$ cat src/rtl/core/trie_insert_and_lookup_assert.svh
// ----------------------------------------------------------------------------
// Trie assertion macros
// Shared property templates for the trie insert and lookup block.
// ----------------------------------------------------------------------------
`ifndef TRIE_INSERT_AND_LOOKUP_ASSERT_SVH
`define TRIE_INSERT_AND_LOOKUP_ASSERT_SVH

// Same-cycle implication, disabled during reset.
`define TRIE_ASSERT_IMP(label, clk, rst, ante, cons, msg) \
  label: assert property (@(posedge clk) disable iff (rst) (ante) |-> (cons)) \
    else $error(msg);

// Next-cycle implication, disabled during reset.
`define TRIE_ASSERT_NXT(label, clk, rst, ante, cons, msg) \
  label: assert property (@(posedge clk) disable iff (rst) (ante) |=> (cons)) \
    else $error(msg);

`endif

$ cat src/rtl/core/trie_ram.sv
`timescale 1ns / 1ps
// ----------------------------------------------------------------------------
// Trie RAM
// Simple dual-port synchronous memory with a registered read port.
// ----------------------------------------------------------------------------
module trie_ram #(
  parameter int WIDTH = 8,
  parameter int DEPTH = 256,
  localparam int AW = $clog2(DEPTH)
) (
  input  logic             clk,
  input  logic             we,
  input  logic [AW-1:0]    waddr,
  input  logic [WIDTH-1:0] wdata,
  input  logic             re,
  input  logic [AW-1:0]    raddr,
  output logic [WIDTH-1:0] rdata
);

  logic [WIDTH-1:0] mem [DEPTH];

  always_ff @(posedge clk) begin
    if (we) begin
      mem[waddr] <= wdata;
    end
  end

  always_ff @(posedge clk) begin
    if (re) begin
      rdata <= mem[raddr];
    end
  end

endmodule

$ cat config.mk
export PLATFORM = sky130hd
export DESIGN_NAME = trie_ram
export DESIGN_NICKNAME = d
export VERILOG_FILES = /design/src/rtl/core/trie_insert_and_lookup_assert.svh /design/src/rtl/core/trie_ram.sv
export SDC_FILE = /design/constraint.sdc
export NUM_CORES = 2
export LEC_CHECK = 0
export BUFFER_PORTS_ARGS = -buffer_cell sky130_fd_sc_hd__buf_2
export CORE_MARGIN = 1.5
export CORE_UTILIZATION = 45
export CTS_BUF_LIST = sky130_fd_sc_hd__clkbuf_16
export CTS_CLUSTER_DIAMETER = 60
export CTS_CLUSTER_SIZE = 30
export DETAILED_ROUTE_END_ITERATION = 16
export PLACE_DENSITY_LB_ADDON = 0.12
export SLEW_MARGIN = 5
export SYNTH_ARGS = -nofsm -noshare
export SYNTH_HDL_FRONTEND = slang
export SYNTH_SLANG_ARGS = --single-unit
$ cat constraint.sdc
create_clock -name clk -period 3 [get_ports clk]
set_clock_uncertainty 0.05 [all_clocks]
set_input_delay 0 -clock clk [delete_from_list [all_inputs] [get_ports clk]]
set_output_delay 0 -clock clk [all_outputs]
set_load 0.02 [all_outputs]
==> results_dict.tcl <==
set metrics [dict create \
    status "finished with violations" \
    violations "negative setup slack" \
    vias 39700 \
    synthesis.area_um2 79600 \
    hold_violations 0 \
    grt_max_degree 103 \
    dieArea_um2 180000 \
    clkTransAtPathRegs_ns 0.09 \
    synthAdderAreaFrac_pct 0 \
    numPortBuffers 34 \
    power.density_nw_per_um2 609 \
    crit_type "reg2reg" \
    fmax_mhz 332 \
    endpoint_kind "register" \
    synth_warnings 0 \
    cts_buffers 141 \
    cts_num_sinks 2056 \
    ys_seq_elements 2056 \
    synthTopCellsByArea "edfxtp_1 (78%), mux4_2 (13%), mux2i_1 (1.7%), nor2_1 (1.3%), a22oi_1 (1.3%)" \
    ys.flop_type "edfxtp_1" \
    antenna_found_initial 14 \
    wl_per_cell_um 31.4 \
    wl_um 210000 \
    cts_root_buf "clkbuf_16" \
    cp_max_fo 1 \
    postCtsSetupRepairBufs 0 \
    worstSetupStartpointType "register" \
    rr_worst_depth 6 \
    drt_iter0_markers 4744 \
    place.gp.congestion 0.873 \
    die_y_um 424 \
    syn_to_final_growth_pct 14.8 \
    slew_headroom_pct 18.1 \
    setup_tns_ns -0.0163 \
    synth_simple_gate_area_share_pct 2.63 \
    setup_slack_ns -0.0163 \
    synth_top_family_by_area "multiplexers" \
    post-place-ws_ns -0.750 \
    drive_above_1_share_pct 30.0 \
    clock_path_buffers 3 \
    core_area_um2 176000 \
    synth_top_area_share_pct 77.5 \
    p_leak_nw 29.0 \
    nNetsFinal 4268 \
    htree_levels 4 \
    fin_cells 6701 \
    syn_nets 3760 \
    grt_setup_unrepaired "false" \
    required_ns 3.48 \
    cts_tree "yes" \
    hpwl_um 137000 \
    grt_pass1_vias 39900 \
    die_x_um 424 \
    grt_overflow 0 \
    maxCapViolations 0 \
    insertion_delay_ns 0.82 \
    antenna_left 0 \
    drcViolationCount 0 \
    dp.cells 6420 \
    period_needed_ns 3.02 \
    first_pass_iters 5 \
    avgSynthCellArea_um2 21.3 \
    via_per_inst 5.92 \
    arrival_ns 3.50 \
    setup_viol 1 \
    grt_use_total_pct 23.6 \
    period_share_pct 101 \
    hp-class "in2reg" \
    ioPinCount 35 \
    maxSlewViolCount 0 \
    yosysUniqueCellTypes 54 \
    hold_depth 5 \
    start_util_pct 45.3 \
    synth_compound_area_share_pct 3.42 \
    worst_pin_slew_ns 1.22 \
    synthMuxAreaShare_pct 14.6 \
    synth-seq-area-share_pct 77.5 \
    synth_edf_count 2056 \
    rows 154 \
    synth_top_cell_by_area "edfxtp_1" \
    grt_pass1_wl_um 300000 \
    async_reset_ff_share_pct 0 \
    synth_cells 3733 \
    nFillCells 13900 \
    synthXorXnorAreaFrac_pct 0 \
    ir_drop_mv 0.611 \
]
-- sequential cells by signal, summed over array words and instances (netlist names) --
signal  count
rdata       8
mem      2048
-- where the power goes --
group          internal (mW)  total, mW  switching, mW
Clock                   9.88       20.8           10.9
Combinational           1.21       3.25           2.04
Sequential              31.6       31.7         0.0239
Total                   42.7       55.7           13.0
-- cell usage after synthesis (3+ instances only) --
library cell / count
buf_1: 22
mux2i_1: 134
or2_2: 4
nor2_1: 282
buf_4: 27
o211ai_1: 10
mux4_2: 454
buf_2: 31
nand2b_1: 8
nor4_2: 3
clkbuf_1: 111
edfxtp_1: 2056
nand3_1: 34
buf_8: 13
a21oi_1: 96
buf_12: 8
a221oi_1: 13
o22ai_1: 28
nor3_1: 22
buf_6: 21
and2_1: 6
a22oi_1: 133
a211oi_1: 16
o221ai_1: 46
a22o_1: 8
nor4_1: 24
nand4_1: 10
nor2b_1: 31
o32ai_1: 4
nand2_1: 33
o21ai_0: 10
o22a_1: 5
-- worst max-delay path, cell delays in order (launching register included) --
cell	delay (ns)
edfxtp_1	0.36
mux4_2	0.46
a22o_1	0.29
a221oi_1	0.36
o32ai_1	0.26
nor3_1	0.83
nor4_1	0.12
-- metrics by stage --
step	hold WS, ns	power (mW)	utilization (%)	area (um2)
4_1_cts	0.0380	56.1	52.0	91400
2_1_floorplan	0.0489	33.9	-	79600
3_5_place_dp	0.349	35.6	49.0	86200
5_1_grt	0.0832	57.2	52.0	91400
6_report	0.105	55.7	52.0	91400
3_3_place_gp	0.355	35.6	49.0	86200
-- placed cells by master, fill, tap and decap left out, types with 12 or more instances in the layout --
cell type	n
a221oi_1	13
o22ai_1	28
clkinv_8	28
a211oi_1	16
a21oi_1	96
nor2_1	279
nand2_1	33
buf_2	22
buf_4	491
o221ai_1	46
inv_6	17
dlygate4sd3_1	18
nor4_1	21
nand3_1	34
edfxtp_1	2056
mux4_2	454
nor3_1	22
inv_8	17
clkinv_4	12
mux2i_1	134
clkbuf_16	143
nor2b_1	28
buf_12	57
a22oi_1	133
-- cell type report --
cell class	count	area [um2]	share of cell area [%]
clock inverters	117	1370	1.50
repair buffers	598	5270	5.76
clock buffers	143	3580	3.91
diodes	3	7.51	0.00821
inverters	2	7.51	0.00821
flip-flops and latches	2056	61700	67.5
well taps	2340	2930	3.20
multi-input cells	1442	16500	18.1
-- metal layers --
metal	wire length [um]	up-vias	track usage (%)
met5	0	-	0
met3	12200	241	3.08
met1	92000	21400	34.8
met2	101000	1297	37.6
li1	-	16700	-
met4	4630	0	5.78
-- timing repair --
action / 4_1_cts / 5_1_grt
hold endpoints to repair: 1996 / 0
hold buffers: 18 / 0
endpoints found under the setup margin: 3 / 0
resized for setup: 3 / 0
-- worst paths after layout --
check / start / end / slack [ns]
setup / recovery: mem[211][3] / rdata[3] / -0.02
hold / removal: waddr[5] / mem[74][1] / 0.11
setup reg to reg: mem[211][3] / rdata[3] / -0.02
hold reg to reg: mem[40][3] / rdata[3] / 1.16
-- cells by family after synthesis --
logic type,count (synthesis)
flip-flops,2056
multiplexers,591
AND/OR/NAND/NOR,466
AO/OA/AOI/OAI,385
buffers and inverters,235
Note: power is estimated with default switching activity, not from simulation.
