<file path="src/rtl/core/trie_insert_and_lookup_assert.svh">
// ----------------------------------------------------------------------------
// Trie assertion macros
// Shared property templates for the trie insert and lookup block.
// ----------------------------------------------------------------------------
`ifndef TRIE_INSERT_AND_LOOKUP_ASSERT_SVH
`define TRIE_INSERT_AND_LOOKUP_ASSERT_SVH

// Same-cycle implication, disabled during reset.
`define TRIE_ASSERT_IMP(label, clk, rst, ante, cons, msg) \
  label: assert property (@(posedge clk) disable iff (rst) (ante) |-> (cons)) \
    else $error(msg);

// Next-cycle implication, disabled during reset.
`define TRIE_ASSERT_NXT(label, clk, rst, ante, cons, msg) \
  label: assert property (@(posedge clk) disable iff (rst) (ante) |=> (cons)) \
    else $error(msg);

`endif

</file>
<file path="src/rtl/core/trie_pkg.sv">
`timescale 1ns / 1ps
// ----------------------------------------------------------------------------
// Trie package
// Shared constants, operation codes and controller states.
// ----------------------------------------------------------------------------
package trie_pkg;

  localparam int NODE_COUNT_DEF    = 256;
  localparam int ALPHABET_SIZE_DEF = 26;
  localparam int OP_W              = 2;
  localparam int LETTER_W          = 5;

  typedef enum logic [OP_W-1:0] {
    OP_INSERT = 2'd0,
    OP_WORD   = 2'd1,
    OP_PREFIX = 2'd2
  } trie_op_t;

  typedef enum logic [1:0] {
    ST_CLEAR,
    ST_IDLE,
    ST_READ,
    ST_MARK
  } trie_state_t;

endpackage

</file>
<file path="src/rtl/core/trie_ctrl.sv">
`timescale 1ns / 1ps
// ----------------------------------------------------------------------------
// Trie controller
// Walks the child table one letter per transfer, allocates nodes on insert,
// sets and tests end-of-word marks, and runs the clearing pass after reset.
// ----------------------------------------------------------------------------
`include "trie_insert_and_lookup_assert.svh"

module trie_ctrl import trie_pkg::*; #(
  parameter int NODE_COUNT    = NODE_COUNT_DEF,
  parameter int ALPHABET_SIZE = ALPHABET_SIZE_DEF,
  localparam int CDEPTH  = NODE_COUNT * ALPHABET_SIZE,
  localparam int CADDR_W = $clog2(CDEPTH),
  localparam int NODE_W  = $clog2(NODE_COUNT),
  localparam int USED_W  = $clog2(NODE_COUNT + 1)
) (
  input  logic                clk,
  input  logic                rst,
  input  logic                start,
  output logic                busy,
  input  logic [OP_W-1:0]     op,
  input  logic [LETTER_W-1:0] letter,
  input  logic                last_letter,
  output logic                done,
  output logic                found,
  output logic                pool_exhausted,
  output logic                child_we,
  output logic [CADDR_W-1:0]  child_waddr,
  output logic [NODE_W-1:0]   child_wdata,
  output logic                child_re,
  output logic [CADDR_W-1:0]  child_raddr,
  input  logic [NODE_W-1:0]   child_rdata,
  output logic                mark_we,
  output logic [NODE_W-1:0]   mark_waddr,
  output logic                mark_wdata,
  output logic                mark_re,
  output logic [NODE_W-1:0]   mark_raddr,
  input  logic                mark_rdata
);

  trie_state_t         state, state_next;
  logic [CADDR_W-1:0]  clr_cnt, clr_cnt_next;
  logic [NODE_W-1:0]   cur_node, cur_node_next;
  logic [USED_W-1:0]   nodes_used, nodes_used_next;
  logic                path_missing, path_missing_next;
  logic                overflowed, overflowed_next;
  logic [OP_W-1:0]     op_q, op_q_next;
  logic                last_q, last_q_next;
  logic                walk_q, walk_q_next;
  logic [CADDR_W-1:0]  caddr_q, caddr_q_next;
  logic                done_next, found_next, pool_exhausted_next;
  logic                walking, letter_ok, intact;
  logic [CADDR_W-1:0]  caddr_in;

  assign busy      = (state != ST_IDLE);
  assign walking   = !path_missing && !overflowed;
  assign letter_ok = (int'(letter) < ALPHABET_SIZE);
  assign intact    = !path_missing && !overflowed;
  assign caddr_in  = CADDR_W'(CADDR_W'(cur_node) * CADDR_W'(ALPHABET_SIZE)
                              + CADDR_W'(letter));

  always_comb begin
    state_next = state;
    unique case (state)
      ST_CLEAR: begin
        if (clr_cnt == CADDR_W'(CDEPTH - 1)) begin
          state_next = ST_IDLE;
        end
      end
      ST_IDLE: begin
        if (start) begin
          state_next = ST_READ;
        end
      end
      ST_READ: begin
        state_next = last_q ? ST_MARK : ST_IDLE;
      end
      ST_MARK: begin
        state_next = ST_IDLE;
      end
      default: begin
        state_next = ST_CLEAR;
      end
    endcase
  end

  always_comb begin
    clr_cnt_next        = clr_cnt;
    cur_node_next       = cur_node;
    nodes_used_next     = nodes_used;
    path_missing_next   = path_missing;
    overflowed_next     = overflowed;
    op_q_next           = op_q;
    last_q_next         = last_q;
    walk_q_next         = walk_q;
    caddr_q_next        = caddr_q;
    done_next           = 1'b0;
    found_next          = found;
    pool_exhausted_next = pool_exhausted;
    child_we            = 1'b0;
    child_waddr         = caddr_q;
    child_wdata         = '0;
    child_re            = 1'b0;
    child_raddr         = caddr_in;
    mark_we             = 1'b0;
    mark_waddr          = cur_node;
    mark_wdata          = 1'b0;
    mark_re             = 1'b0;
    mark_raddr          = cur_node;
    unique case (state)
      ST_CLEAR: begin
        child_we     = 1'b1;
        child_waddr  = clr_cnt;
        mark_we      = (clr_cnt < CADDR_W'(NODE_COUNT));
        mark_waddr   = clr_cnt[NODE_W-1:0];
        clr_cnt_next = clr_cnt + CADDR_W'(1);
      end
      ST_IDLE: begin
        if (start) begin
          op_q_next    = op;
          last_q_next  = last_letter;
          walk_q_next  = walking && letter_ok;
          caddr_q_next = caddr_in;
          child_re     = walking && letter_ok;
          if (walking && !letter_ok) begin
            path_missing_next = 1'b1;
          end
        end
      end
      ST_READ: begin
        if (walk_q) begin
          if (child_rdata != '0) begin
            cur_node_next = child_rdata;
          end else if (op_q != OP_INSERT) begin
            path_missing_next = 1'b1;
          end else if (nodes_used >= USED_W'(NODE_COUNT)) begin
            overflowed_next = 1'b1;
          end else begin
            child_we        = 1'b1;
            child_wdata     = nodes_used[NODE_W-1:0];
            cur_node_next   = nodes_used[NODE_W-1:0];
            nodes_used_next = nodes_used + USED_W'(1);
          end
        end
        mark_re    = last_q;
        mark_raddr = cur_node_next;
      end
      ST_MARK: begin
        done_next           = 1'b1;
        pool_exhausted_next = overflowed;
        if (op_q == OP_INSERT) begin
          found_next = intact;
          mark_we    = intact;
          mark_wdata = 1'b1;
        end else if (op_q == OP_WORD) begin
          found_next = intact && mark_rdata;
        end else begin
          found_next = intact;
        end
        cur_node_next     = '0;
        path_missing_next = 1'b0;
        overflowed_next   = 1'b0;
      end
      default: begin
      end
    endcase
  end

  always_ff @(posedge clk) begin
    if (rst) begin
      state        <= ST_CLEAR;
      clr_cnt      <= '0;
      cur_node     <= '0;
      nodes_used   <= USED_W'(1);
      path_missing <= 1'b0;
      overflowed   <= 1'b0;
      done         <= 1'b0;
    end else begin
      state        <= state_next;
      clr_cnt      <= clr_cnt_next;
      cur_node     <= cur_node_next;
      nodes_used   <= nodes_used_next;
      path_missing <= path_missing_next;
      overflowed   <= overflowed_next;
      done         <= done_next;
    end
  end

  always_ff @(posedge clk) begin
    op_q           <= op_q_next;
    last_q         <= last_q_next;
    walk_q         <= walk_q_next;
    caddr_q        <= caddr_q_next;
    found          <= found_next;
    pool_exhausted <= pool_exhausted_next;
  end

  `TRIE_ASSERT_NXT(a_mark_gives_result, clk, rst, state == ST_MARK, done,
    "final letter did not produce a result")
  `TRIE_ASSERT_NXT(a_mid_letter_returns, clk, rst, state == ST_READ && !last_q,
    state == ST_IDLE && !done, "inner letter did not return to idle silently")
  `TRIE_ASSERT_IMP(a_pool_bounds, clk, rst, 1'b1,
    nodes_used != '0 && nodes_used <= USED_W'(NODE_COUNT),
    "node count out of bounds")
  `TRIE_ASSERT_IMP(a_walk_in_pool, clk, rst, state == ST_IDLE,
    USED_W'(cur_node) < nodes_used, "walk points at an unallocated node")
  `TRIE_ASSERT_IMP(a_link_nonzero, clk, rst, state == ST_READ && child_we,
    child_wdata != '0, "new link points at the root")
  `TRIE_ASSERT_IMP(a_abort_not_found, clk, rst, done && pool_exhausted, !found,
    "aborted insert reported as stored")

endmodule

</file>
<file path="config.mk">
export PLATFORM = sky130hd
export DESIGN_NAME = trie_ctrl
export DESIGN_NICKNAME = d
export VERILOG_FILES = /design/src/rtl/core/trie_pkg.sv /design/src/rtl/core/trie_ctrl.sv
export VERILOG_INCLUDE_DIRS = /design/src /design/src/rtl/core
export SDC_FILE = /design/constraint.sdc
export NUM_CORES = 1
export LEC_CHECK = 0
export ABC_CLOCK_PERIOD_IN_PS = 10800
export BUFFER_PORTS_ARGS = -buffer_cell sky130_fd_sc_hd__clkbuf_2
export CAP_MARGIN = 40
export CORE_ASPECT_RATIO = 1.25
export CORE_MARGIN = 3
export CORE_UTILIZATION = 49
export CTS_BUF_LIST = sky130_fd_sc_hd__clkbuf_8
export CTS_CLUSTER_DIAMETER = 80
export CTS_CLUSTER_SIZE = 14
export DETAILED_ROUTE_END_ITERATION = 7
export GPL_ROUTABILITY_DRIVEN = 0
export PLACE_DENSITY = 0.71
export SYNTH_ARGS = -nofsm -noshare
export SYNTH_HDL_FRONTEND = slang
export SYNTH_SLANG_ARGS = --single-unit
</file>
<file path="constraint.sdc">
create_clock -name clk -period 10.8 [get_ports clk]
set_clock_uncertainty 0.2 [all_clocks]
set_input_delay 1.62 -clock clk [delete_from_list [all_inputs] [get_ports clk]]
set_output_delay 1.62 -clock clk [all_outputs]
set_load 0.005 [all_outputs]
</file>
==> results.md <==
| Item | Reported |
|---|---|
| Total core area | 0.00698 mm² |
| Setup_tns | 0 ns |
| Via count of the first global-routing pass | 2864 |
| Antenna diode count | 0 |
| Register-to-register path setup slack | 7.14 ns |
| Clock Sinks | 54 |
| Post-synthesis register bit count | 54 |
| Busiest grt layer | met2 |
| Mapped Avg Cell Area | 9.01 µm² |
| Remaining max-slew budget at the tightest pin | 43.1% |
| CTS-repair resized insts | 0 |
| Iteration-0 DRC Markers | 211 |
| Max Buffers Root-to-Sink | 2 |
| Starting Density | 50.7% |
| Standard cell area after detailed placement | 0.00395 mm² |
| Nature of the critical path endpoint | primary output |
| Result of the run | complete, no violations |
| Post-Synthesis Net Count | 452 |
| Period minus WS final | 5.55 ns |
| Top achievable clock speed | 180 MHz |
| Initial antenna violation count | 0 |
| Sequential-to-total area share from yosys stat | 35.9% |
| Main synth FF type | sky130_fd_sc_hd__dfxtp_1 |
| Switching Share | 24.4% |
| Internal cell power | 0.317 mW |
| GR Overflow Total | 0 |
| TritonCTS clock tree | yes |
| Post-route ant nets | 0 |
| Detailed Route WL | 8260 µm |
| Nets | 526 |
| Worst Path Required | 8.98 ns |
| GRT met2 Usage | 35.3% |
| Wire length of the first global-routing pass | 13300 µm |
| Ratio of routed vias to standard cells | 5.28 |
| Number of failing hold endpoints at the final stage | 0 |
| Arrival time of the worst setup path | 3.73 ns |
| Placement Setup Slack | 5.46 ns |
| Count of flip-flops with a built-in enable after synthesis | 19 |
| Unrepaired setup endpoints after global routing | false |
| Leak Pwr | 1.99 nW |
| Critical setup path kind | reg2out |
| Synth async-reset ratio | 0% |
| DR WL/cell | 14.8 µm |
| Post-Synthesis Cell Area | 0.00354 mm² |
| Setup repair bufs after CTS | 0 |
| Source-to-sink clock delay at the later pin of the worst-skew pair | 0.30 ns |
| Die area | 0.00829 mm² |
| 1st-pass router iterations | 4 |
| P per Cell Area | 103 mW/mm² |
| Area overhead of the layout relative to synthesis | 14.8% |
| Cells after synthesis | 393 |
| Post-route cell area | 0.00407 mm² |
| Gr usage total | 20.7% |
| Fill cell count | 654 |
| Max-slew violations | 0 |
| Sequential fraction of design power | 53.2% |
| Fraction of final layout cells sized beyond drive strength 1 | 23.3% |
| Placement row count | 34 |
| Number of buffers inserted during clock tree synthesis | 5 |
| Share of power burned in the clock network | 33.1% |
| Yosys warning count | 0 |
| Maximum number of pins on one net before global-route repair | 39 |
| Min setup slack post-route | 5.25 ns |
| Launch instance of the worst min-delay path | overflowed |
| FF-to-FF End | caddr_q[12] |
| Switching power summed over all nets | 0.102 mW |
| Number of different library cells in the post-synthesis netlist | 54 |
| Slew at the pin closest to its max-slew limit | 0.854 ns |
| Largest vdd supply drop | 0.0580 mV |
| Hold Path Depth | 0 |
| Highest fanout seen on the critical path | 5 |
| Count of input and output buffers | 78 |
| Total half-perimeter wirelength after legalization and detailed placement | 6580 µm |
| Top Ports | 79 |
| Total DRC errors in the routed layout | 0 |
| Hold buffer count at CTS | 0 |
| Final clock period utilization by the worst path | 51.3% |
| CTS H-tree depth | 2 |
| CTS root buf | sky130_fd_sc_hd__clkbuf_8 |
| Comb pwr share | 13.7% |
| Length in cells of the worst reg-to-reg path | 9 |
| Worst Hold Path EP | pool_exhausted |
| Chip width | 82.0 µm |
| Global-route met1 utilization | 26.8% |
| Count of final setup violators | 0 |
| Launch point of the worst reg-to-reg path | cur_node[2] |
| Clock-pin slew of the registers on the worst-case setup and hold paths | 0.09 ns |
| Kind of start point of the critical path | flop |
| Overall die height | 101 µm |
| Kind of path behind the tightest hold check | reg2reg |
| Vias post-DR | 2943 |
| Met3 track demand over resource in global routing | 2.77% |
| Reported max-cap violation count | 0 |
[cells in the final DEF (no fill, tap or decap), types with 7 or more instances in the layout]
master                     Yosys  final
sky130_fd_sc_hd__xor2_1       22     22
sky130_fd_sc_hd__edfxtp_1     19     19
sky130_fd_sc_hd__inv_1        48     48
sky130_fd_sc_hd__ha_1         33     33
sky130_fd_sc_hd__nand3_1      12     12
sky130_fd_sc_hd__nor2_1       33     33
sky130_fd_sc_hd__o21ai_0      27     27
sky130_fd_sc_hd__a21oi_1      13     13
sky130_fd_sc_hd__and3_1        7      7
sky130_fd_sc_hd__nand4_1       8      8
sky130_fd_sc_hd__dfxtp_1      35     35
sky130_fd_sc_hd__nand2_1      38     38
sky130_fd_sc_hd__xnor2_1       7      7
sky130_fd_sc_hd__a31oi_1       7      7
sky130_fd_sc_hd__clkbuf_2      0     78
[synthesized netlist by cell type (5+ instances only)]
cell type                  number  share of area [%]
sky130_fd_sc_hd__a21oi_1       13                1.8
sky130_fd_sc_hd__a31oi_1        7                1.2
sky130_fd_sc_hd__and2_1         5               0.88
sky130_fd_sc_hd__and3_1         7                1.2
sky130_fd_sc_hd__clkbuf_1       5               0.53
sky130_fd_sc_hd__dfxtp_1       35                 20
sky130_fd_sc_hd__edfxtp_1      19                 16
sky130_fd_sc_hd__fa_1           6                3.4
sky130_fd_sc_hd__ha_1          33                 12
sky130_fd_sc_hd__inv_1         48                5.1
sky130_fd_sc_hd__mux2_2         6                1.9
sky130_fd_sc_hd__nand2_1       38                4.0
sky130_fd_sc_hd__nand2_2        6                1.1
sky130_fd_sc_hd__nand3_1       12                1.7
sky130_fd_sc_hd__nand4_1        8                1.4
sky130_fd_sc_hd__nor2_1        33                3.5
sky130_fd_sc_hd__o21ai_0       27                3.8
sky130_fd_sc_hd__xnor2_1        7                1.7
sky130_fd_sc_hd__xor2_1        22                5.4
[layer usage]
layer	share of wire, %	routed length (µm)
met5	0	0
met3	4.2	346
met1	43	3580
met2	50	4160
met4	2.1	172
[power by group through the flow]
stage               Clock [mW]  Sequential, mW  Combinational (mW)
finish                   0.139           0.223              0.0575
CTS                      0.140           0.223              0.0579
global route             0.148           0.223              0.0640
floorplan                    0           0.226              0.0350
global placement             0           0.227              0.0564
detailed placement           0           0.227              0.0576
[kinds of logic after synthesis]
group,synth area share (%)
AO/OA/AOI/OAI,12.7
XOR/XNOR,7.18
adder cells (fa/ha/maj),15.1
buffers and inverters,7.85
flip-flops,35.9
multiplexers,2.47
AND/OR/NAND/NOR,18.9
[stage by stage]
step           hold WS [ns]  std cells  power, mW  utilization, %
6_report              0.302        557      0.419            58.3
5_1_grt               0.334        557      0.435            58.3
4_1_cts               0.304        557      0.420            58.3
3_5_place_dp          0.285        550      0.285            56.7
3_3_place_gp          0.285        550      0.283            56.7
2_1_floorplan         0.255        393      0.261               -
[final cells by class]
type / count / area (µm²) / share of cell area (%)
repair buffers: 79 / 398 / 9.79
well taps: 90 / 113 / 2.77
multi-input cells: 279 / 1990 / 49.0
inverters: 48 / 180 / 4.43
clock inverters: 1 / 30.0 / 0.739
flip-flops and latches: 54 / 1270 / 31.3
clock buffers: 6 / 82.6 / 2.03
[worst max path at each step]
stage / from / to / slack, ns
after global placement: child_rdata[4] / mark_raddr[0] / 5.54
after detailed placement: child_rdata[4] / mark_raddr[0] / 5.46
after floorplan: letter[1] / child_raddr[11] / 5.91
after CTS: cur_node[2] / child_raddr[12] / 5.25
after global routing: cur_node[2] / child_raddr[12] / 5.07
final: cur_node[2] / child_raddr[12] / 5.25
[flip-flops by register name, indices dropped and copies added (netlist names)]
| register | cells |
|---|---|
| nodes_used | 9 |
| caddr_q | 13 |
| op_q | 2 |
| last_q | 1 |
| overflowed | 1 |
| cur_node | 8 |
| pool_exhausted | 1 |
| clr_cnt | 13 |
| state | 2 |
| path_missing | 1 |
| found | 1 |
| done | 1 |
| walk_q | 1 |
[critical path, stage by stage (launching register included)]
cell and delay, ns:
sky130_fd_sc_hd__dfxtp_1 0.51, sky130_fd_sc_hd__ha_1 0.31, sky130_fd_sc_hd__fa_1 0.52, sky130_fd_sc_hd__ha_1 0.33, sky130_fd_sc_hd__a211oi_1 0.30, sky130_fd_sc_hd__nor2_1 0.10
sky130_fd_sc_hd__xor2_1 0.32, sky130_fd_sc_hd__o2111ai_1 0.27, sky130_fd_sc_hd__nor4b_2 0.35, sky130_fd_sc_hd__xnor2_1 0.23, sky130_fd_sc_hd__clkbuf_2 0.18
No activity file was read; power rests on OpenSTA's default activity.
